## src/rtl/gppcf_pkg.sv

```systemverilog
// Shared constants and types for the ground-plane contact force pipeline.
`timescale 1ns / 1ps
package gppcf_pkg;

	localparam int DW        = 32;                 // data word
	localparam int FB        = 16;                 // fraction bits
	localparam int MU_W      = FB + 3;             // friction coefficient width
	localparam int CFG_W     = DW - 1;             // unsigned register width
	localparam int NRM_W     = DW - 1;             // clamped normal force width
	localparam int FRIC_W    = MU_W + NRM_W - FB;  // friction magnitude width
	localparam int RAD_W     = 2 * DW;             // squared speed width
	localparam int SQ_STAGES = DW;                 // one root bit per stage
	localparam int DIV_Q     = FRIC_W;             // quotient bits, one per stage
	localparam int DIV_D     = DW;                 // divisor width
	localparam int DIV_N     = DIV_Q + DIV_D;      // dividend width

	localparam logic [CFG_W-1:0] LOCK_RESET = CFG_W'(6554);

	typedef enum logic [1:0] {
		REG_PLANE_HEIGHT = 2'd0,
		REG_LOCK_SPEED   = 2'd1,
		REG_STIFFNESS    = 2'd2,
		REG_DAMPING      = 2'd3
	} cfg_reg_t;

	// sideband carried alongside the square root
	typedef struct packed {
		logic              contact;
		logic [FRIC_W-1:0] fric;
		logic [NRM_W-1:0]  normal;
		logic [DW-1:0]     ax;
		logic [DW-1:0]     az;
		logic              posx;
		logic              posz;
	} fric_side_t;

	// sideband carried alongside the locking-speed divide
	typedef struct packed {
		logic             contact;
		logic [NRM_W-1:0] normal;
		logic [DW-1:0]    ax;
		logic [DW-1:0]    az;
		logic             posx;
		logic             posz;
		logic [DW-1:0]    speed;
	} lock_side_t;

	// sideband carried alongside the force divides
	typedef struct packed {
		logic             contact;
		logic [NRM_W-1:0] normal;
		logic             posx;
		logic             posz;
	} force_side_t;

endpackage

```

## src/rtl/gppcf_sqrt.sv

```systemverilog
// Pipelined integer square root, one root bit per stage.
`timescale 1ns / 1ps
module gppcf_sqrt import gppcf_pkg::*; (
	input  logic             clk,
	input  logic [RAD_W-1:0] rad,
	output logic [DW-1:0]    root
);

	logic [DW+1:0]    rem_q  [SQ_STAGES];
	logic [DW-1:0]    root_q [SQ_STAGES];
	logic [RAD_W-1:0] rad_q  [SQ_STAGES];

	logic [DW+1:0]    rem_in  [SQ_STAGES];
	logic [DW-1:0]    root_in [SQ_STAGES];
	logic [RAD_W-1:0] rad_in  [SQ_STAGES];
	logic [DW+1:0]    rem_nx  [SQ_STAGES];
	logic [DW-1:0]    root_nx [SQ_STAGES];

	always_comb begin
		rem_in[0]  = '0;
		root_in[0] = '0;
		rad_in[0]  = rad;
		for (int k = 1; k < SQ_STAGES; k++) begin
			rem_in[k]  = rem_q[k-1];
			root_in[k] = root_q[k-1];
			rad_in[k]  = rad_q[k-1];
		end
	end

	always_comb begin
		logic [DW+3:0] r2;
		logic [DW+3:0] trial;
		for (int k = 0; k < SQ_STAGES; k++) begin
			r2    = {rem_in[k], rad_in[k][RAD_W-1 -: 2]};
			trial = {2'b00, root_in[k], 2'b01};
			if (r2 >= trial) begin
				rem_nx[k]  = (DW+2)'(r2 - trial);
				root_nx[k] = {root_in[k][DW-2:0], 1'b1};
			end else begin
				rem_nx[k]  = (DW+2)'(r2);
				root_nx[k] = {root_in[k][DW-2:0], 1'b0};
			end
		end
	end

	always_ff @(posedge clk) begin
		for (int k = 0; k < SQ_STAGES; k++) begin
			rem_q[k]  <= rem_nx[k];
			root_q[k] <= root_nx[k];
			rad_q[k]  <= {rad_in[k][RAD_W-3:0], 2'b00};
		end
	end

	assign root = root_q[SQ_STAGES-1];

endmodule

```

## config.mk

```make
export PLATFORM = sky130hd
export DESIGN_NAME = gppcf_sqrt
export DESIGN_NICKNAME = d
export VERILOG_FILES = /design/src/rtl/gppcf_pkg.sv /design/src/rtl/gppcf_sqrt.sv
export SDC_FILE = /design/constraint.sdc
export NUM_CORES = 2
export LEC_CHECK = 0
export BUFFER_PORTS_ARGS = -buffer_cell sky130_fd_sc_hd__buf_2
export CAP_MARGIN = 10
export CORE_MARGIN = 2
export CORE_UTILIZATION = 45
export CTS_CLUSTER_DIAMETER = 60
export DETAILED_ROUTE_END_ITERATION = 6
export PLACE_DENSITY = 0.62
export SYNTH_ARGS = -nofsm -noshare
export SYNTH_HDL_FRONTEND = slang
export SYNTH_MEMORY_MAX_BITS = 65536
export SYNTH_SLANG_ARGS = --single-unit
```

## constraint.sdc

```tcl
create_clock -name clk -period 4.1 [get_ports clk]
set_clock_uncertainty 0.1 [all_clocks]
set_input_delay 0.41 -clock clk [delete_from_list [all_inputs] [get_ports clk]]
set_output_delay 0.41 -clock clk [all_outputs]
set_load 0.05 [all_outputs]
```

== After elaboration in Yosys (flattened, before gate mapping) ==
Memory sizes are Yosys's and may differ from the RTL's.
Index checks and enable logic that the tools add are counted.

* Logic and storage cells: 131
* Bits in registers: 0
* Bits of input ports: 65
* RAM bits: 4096
* Memories kept: 3

* Order comparisons: 32
* Mux-type cells: 64
* Add/subtract/negate cells: 32

{| class="wikitable"
|+ Memory list
! memory !! depth !! bits a word !! rd ports !! clocked after memory_dff !! wr ports !! line !! text
|-
| rad_q || 32 || 62 || 31 || 0 || 32 || gppcf_sqrt.sv:11 || <nowiki>logic [RAD_W-1:0] rad_q [SQ_STAGES];</nowiki>
|-
| rem_q || 32 || 34 || 31 || 0 || 32 || gppcf_sqrt.sv:9 || <nowiki>logic [DW+1:0] rem_q [SQ_STAGES];</nowiki>
|-
| root_q || 32 || 32 || 32 || 0 || 32 || gppcf_sqrt.sv:10 || <nowiki>logic [DW-1:0] root_q [SQ_STAGES];</nowiki>
|}

{| class="wikitable"
|+ Operators with widths
! kind !! number
|-
| 36-bit by 34-bit greater-or-equal comparator with 1-bit output || 31
|-
| 34-bit two-way mux || 32
|-
| 34-bit subtractor || 31
|-
| 1-bit two-way mux || 32
|-
| 2-bit by 1-bit subtractor with 3-bit output (second input constant) || 1
|-
| 2-bit by 1-bit greater-or-equal comparator with 1-bit output (second input constant) || 1
|}

== Longest topological paths before layout ==
An unclocked memory read counts as a cell.

* Depth after elaboration: 3
* Gate-level depth with buffers: 15

== Worst setup path after synthesis ==
No wires, ideal clock.

* Kind: reg2reg
* From: memory root_q[28][2], in the netlist root_q[1][386]
* To: memory rem_q[1][469] in the netlist's numbering
* Period minus slack after synthesis: 3.302 ns
* Data arrival time: 3.127 ns
* Cell stages (with the launch flop): 13
* Setup time: 0.075 ns
* Slack: 0.798 ns
* Path through: dfxtp_1 -> inv_1 -> ha_1 -> a21oi_1 -> nor3b_1 -> a21oi_1 -> o41ai_2 -> a211oi_1 -> o31ai_1 -> clkbuf_1 -> buf_1 -> nand2_1 -> o21ai_0

{| class="wikitable"
|+ RTL lines
! what !! line
|-
| start, declared || gppcf_sqrt.sv:10
|-
| end, declared || gppcf_sqrt.sv:9
|}

==> flow_summary.html <==
<table>
<tr><th>Metric</th><th>Value</th></tr>
<tr><th colspan="2">Clocking</th></tr>
<tr><td>Clock-pin slew reported for the worst setup and hold paths after clock tree synthesis</td><td>60 ps</td></tr>
<tr><td>H-tree depth reported by CTS</td><td>5</td></tr>
<tr><td>Post-CTS Setup Bufs</td><td>0</td></tr>
<tr><td>Number of buffers created by CTS</td><td>280</td></tr>
<tr><td>Worst-skew pair later-pin latency</td><td>910 ps</td></tr>
<tr><td>Number of sinks handled by clock tree synthesis</td><td>2523</td></tr>
<tr><td>Gates resized, CTS repair</td><td>0</td></tr>
<tr><td>Clock tree from TritonCTS</td><td>done</td></tr>
<tr><td>Worst-case clock buffer depth</td><td>4</td></tr>
<tr><td>Hold-fix buffers, CTS</td><td>99</td></tr>
<tr><td>Buffer cell driving the clock tree root</td><td>sky130_fd_sc_hd__clkbuf_16</td></tr>
<tr><th colspan="2">Drt</th></tr>
<tr><td>Total length of routed wires</td><td>204200 um</td></tr>
<tr><td>Routed vias</td><td>63.70k</td></tr>
<tr><td>Number of nets still failing antenna checks after routing</td><td>0</td></tr>
<tr><td>Number of violations reported at the end of detailed-routing iteration 0</td><td>3657</td></tr>
<tr><td>DRC violation count after routing</td><td>0</td></tr>
<tr><td>Average routed wire per standard cell</td><td>16.44 um</td></tr>
<tr><td>First-pass detailed-route iteration total</td><td>5</td></tr>
<tr><td>Via-to-Cell Ratio</td><td>5.130</td></tr>
<tr><th colspan="2">Power</th></tr>
<tr><td>Power density over the cells</td><td>624.5 mW/mm^2</td></tr>
<tr><td>Largest vdd supply drop</td><td>0.4743 mV</td></tr>
<tr><td>Leakage power</td><td>49.70 nW</td></tr>
<tr><td>Overall power of the completed layout</td><td>66.42 mW</td></tr>
<tr><th colspan="2">Cells and area</th></tr>
<tr><td>Combined area of the multi-input logic cells</td><td>0.03868 sq mm</td></tr>
<tr><td>Layout fillers</td><td>18.33k</td></tr>
<tr><td>Sequential Area</td><td>0.05051 sq mm</td></tr>
<tr><td>Area of all placed cells without fillers</td><td>0.1064 sq mm</td></tr>
<tr><td>Most common cell after layout, fill and taps aside</td><td>sky130_fd_sc_hd__dfxtp_1</td></tr>
<tr><td>Number of nets in the final layout</td><td>10.17k</td></tr>
<tr><td>Layout area overhead</td><td>14.90%</td></tr>
<tr><td>Proportion of layout cells with a drive suffix above 1</td><td>7.506%</td></tr>
<tr><td>Commonest cells after routing, fill and taps aside</td><td>sky130_fd_sc_hd__dfxtp_1, sky130_fd_sc_hd__inv_1, sky130_fd_sc_hd__nand2_1</td></tr>
<tr><td>Final core area utilization</td><td>51.98%</td></tr>
<tr><td>Post-layout instance count excluding filler cells</td><td>12.42k</td></tr>
<tr><th colspan="2">Floorplan</th></tr>
<tr><td>X dimension of the die</td><td>457.5 um</td></tr>
<tr><td>Num rows</td><td>166</td></tr>
<tr><td>Die area</td><td>0.2093 sq mm</td></tr>
<tr><td>Number of top-level pins</td><td>97</td></tr>
<tr><td>Core area</td><td>0.2046 sq mm</td></tr>
<tr><td>Vertical extent of the die</td><td>457.5 um</td></tr>
<tr><td>Effective utilization at floorplan</td><td>45.24%</td></tr>
<tr><th colspan="2">Global route</th></tr>
<tr><td>Grt ovf</td><td>0</td></tr>
<tr><td>Via count of the first global-routing pass</td><td>62.96k</td></tr>
<tr><td>Global-route wire length before repair</td><td>327800 um</td></tr>
<tr><td>Global Route met3 Usage</td><td>2.835%</td></tr>
<tr><td>Met1 track demand over resource</td><td>23.85%</td></tr>
<tr><td>Met2 track demand over resource</td><td>33.66%</td></tr>
<tr><td>Maximum number of pins on one net before global-route repair</td><td>60</td></tr>
<tr><td>Global route hottest layer</td><td>met2</td></tr>
<tr><td>Antenna violations before repair</td><td>3</td></tr>
<tr><td>Overall track demand over capacity in global routing</td><td>19.21%</td></tr>
<tr><th colspan="2">Setup path</th></tr>
<tr><td>Cells along the critical path</td><td>inv_1 -&gt; ha_1 -&gt; a21oi_1 -&gt; nor3b_1 -&gt; a2111oi_0 -&gt; nor4_1 -&gt; o31ai_1 -&gt; a31oi_1 -&gt; nor3_1 -&gt; a2111oi_0 -&gt; xor2_1</td></tr>
<tr><td>Delay contributed by the slowest stage of the critical path</td><td>600 ps</td></tr>
<tr><td>Reg2reg path depth</td><td>11</td></tr>
<tr><td>Slowest stage cell on the critical path</td><td>sky130_fd_sc_hd__nor4_1</td></tr>
<tr><td>Critical Path RT</td><td>4740 ps</td></tr>
<tr><td>CP max FO</td><td>5</td></tr>
<tr><td>Launching element type of the critical path</td><td>register</td></tr>
<tr><td>Most frequent CP cell</td><td>sky130_fd_sc_hd__a2111oi_0</td></tr>
<tr><td>Critical Path Sink Type</td><td>register</td></tr>
<tr><td>Critical path class</td><td>reg -&gt; reg</td></tr>
<tr><td>Endpoint arrival time on the critical path</td><td>4510 ps</td></tr>
<tr><th colspan="2">Timing</th></tr>
<tr><td>Final critical delay including setup and external delays</td><td>3867 ps</td></tr>
<tr><td>Fmax achieved</td><td>258.6 MHz</td></tr>
<tr><td>Worst slew margin</td><td>28.28%</td></tr>
<tr><td>Number of max-slew violations in the final report</td><td>0</td></tr>
<tr><td>Setup repair after global routing missed its margin</td><td>false</td></tr>
<tr><td>Slew @ Worst Pin</td><td>1049 ps</td></tr>
<tr><td>Share of the cycle needed by the critical path after routing</td><td>94.32%</td></tr>
<tr><td>Setup-failing EPs final</td><td>0</td></tr>
<tr><td>TNS Setup</td><td>0 ps</td></tr>
<tr><td>Hold Fails Final Rpt</td><td>0</td></tr>
<tr><th colspan="2">Place</th></tr>
<tr><td>Placed Cells incl. Taps</td><td>11.85k</td></tr>
<tr><td>Detail Placement HPWL</td><td>154400 um</td></tr>
<tr><td>Number of input and output port buffers inserted</td><td>96</td></tr>
<tr><td>RD Place Congestion</td><td>0.8901</td></tr>
<tr><td>Placed Instance Area</td><td>0.09628 sq mm</td></tr>
<tr><th colspan="2">Logic synthesis</th></tr>
<tr><td>Cell types occupying the most area after synthesis</td><td>sky130_fd_sc_hd__dfxtp_1, sky130_fd_sc_hd__ha_1, sky130_fd_sc_hd__xnor2_1</td></tr>
<tr><td>Syn Nets</td><td>9807</td></tr>
<tr><td>Count of mapped cells out of synthesis</td><td>9180</td></tr>
<tr><td>Number of enable-type register cells in the synthesized netlist</td><td>0</td></tr>
<tr><td>Number of warnings reported in the yosys synthesis log</td><td>0</td></tr>
<tr><td>Fraction of the yosys area taken by sequential cells</td><td>54.57%</td></tr>
<tr><td>Synth cell types</td><td>95</td></tr>
<tr><td>Library cell occupying the most area in the post-synthesis netlist</td><td>sky130_fd_sc_hd__dfxtp_1</td></tr>
<tr><td>Area share of the largest cell type after synthesis</td><td>54.57%</td></tr>
<tr><td>Post-synthesis register bit count</td><td>2523</td></tr>
<tr><td>Ys flop type</td><td>sky130_fd_sc_hd__dfxtp_1</td></tr>
<tr><td>Mapped Avg Cell Area</td><td>10.08 sq um</td></tr>
<tr><td>Total standard cell area after synthesis</td><td>0.09256 sq mm</td></tr>
<tr><td>Async set or reset register ratio after synthesis</td><td>0%</td></tr>
<tr><th colspan="2">Status</th></tr>
<tr><td>Result of the run</td><td>complete, no violations</td></tr>
<tr><th colspan="2">Hold path</th></tr>
<tr><td>Type of the tightest min-delay check</td><td>in -&gt; reg</td></tr>
<tr><td>Number of cells traversed by the worst hold path</td><td>2</td></tr>
<tr><th colspan="2">Run</th></tr>
<tr><td>Number of maximum-capacitance constraint violations</td><td>0</td></tr>
</table>
[kinds of logic after synthesis]
kind of cell	count (synthesis)	synth area share, %
flip-flops	2523	54.57
other	1	0.004051
multiplexers	52	0.6191
XOR/XNOR	838	7.930
adder cells (fa/ha/maj)	562	7.597
AND/OR/NAND/NOR	2407	12.88
buffers and inverters	911	3.726
AO/OA/AOI/OAI	1886	12.68
[cells in the mapped netlist (all sizes together), types with 14 or more instances]
library cell and instances:
a2111oi 26, a211o 15, a211oi 42, a21boi 20, a21o 261, a21oi 539, a31o 14, a31oi 54
and2 34, and3 61, and4 17, buf 26, clkbuf 159, dfxtp 2523, ha 562, inv 725
mux2 42, nand2 697, nand2b 94, nand3 154, nand3b 27, nand4 104, nor2 529, nor2b 80
nor3 223, nor3b 18, nor4 128, nor4b 15, o211ai 19, o21a 97, o21ai 534, o21bai 53
o31ai 68, o41ai 17, or2 37, or3 101, or4 59, xnor2 421, xor2 417
[final timing paths]
kind             startpoint            end  slack (ps)
max          root_q[1][386]  rem_q[1][473]         230
min                 rad[35]   rad_q[0][35]          70
min reg2reg   rad_q[0][734]  rad_q[0][798]         190
max reg2reg  root_q[1][386]  rem_q[1][473]         230
[metrics by stage]
stage / hold slack [ps] / setup slack (ps)
2_1_floorplan: 209.6 / 798.0
3_3_place_gp: 209.7 / 331.5
3_5_place_dp: 212.1 / 188.9
4_1_cts: 0.01210 / 134.4
5_1_grt: 19.68 / 10.17
6_report: 69.44 / 232.7
[area by class of cell]
class | instances | share of cell area (%)
inverters | 726 | 2.562
repair buffers | 262 | 1.878
clock inverters | 101 | 1.208
flip-flops and latches | 2523 | 47.49
well taps | 2688 | 3.162
diodes | 3 | 0.007059
multi-input cells | 5746 | 36.37
clock buffers | 368 | 7.316
[flip-flops by register name, indices dropped and copies added (netlist names)]
| signal | count |
|---|---|
| rad_q | 992 |
| rem_q | 1003 |
| root_q | 528 |
[power breakdown]
| group | total [mW] | switching [mW] | internal (mW) |
|---|---|---|---|
| Clock | 24.5 | 9.58 | 14.9 |
| Combinational | 10.3 | 5.74 | 4.56 |
| Sequential | 31.7 | 3.11 | 28.5 |
[per-layer routing]
layer | routed length, um | up-vias
li1 | - | 32150
met1 | 89640 | 29810
met2 | 99360 | 1295
met3 | 8325 | 452
met4 | 6865 | 0
met5 | 0 | -
[critical path: cells and delay by family (launching register included)]
kind	cells	cell delay, ps
AOI/OAI and AO/OA	5	1680
buffers and inverters	1	40
xor gates and xnor gates	1	130
and+or+nand+nor	3	1100
adders and majority gates	1	340
DFF	1	320
Power figures use the tool's default switching activity.
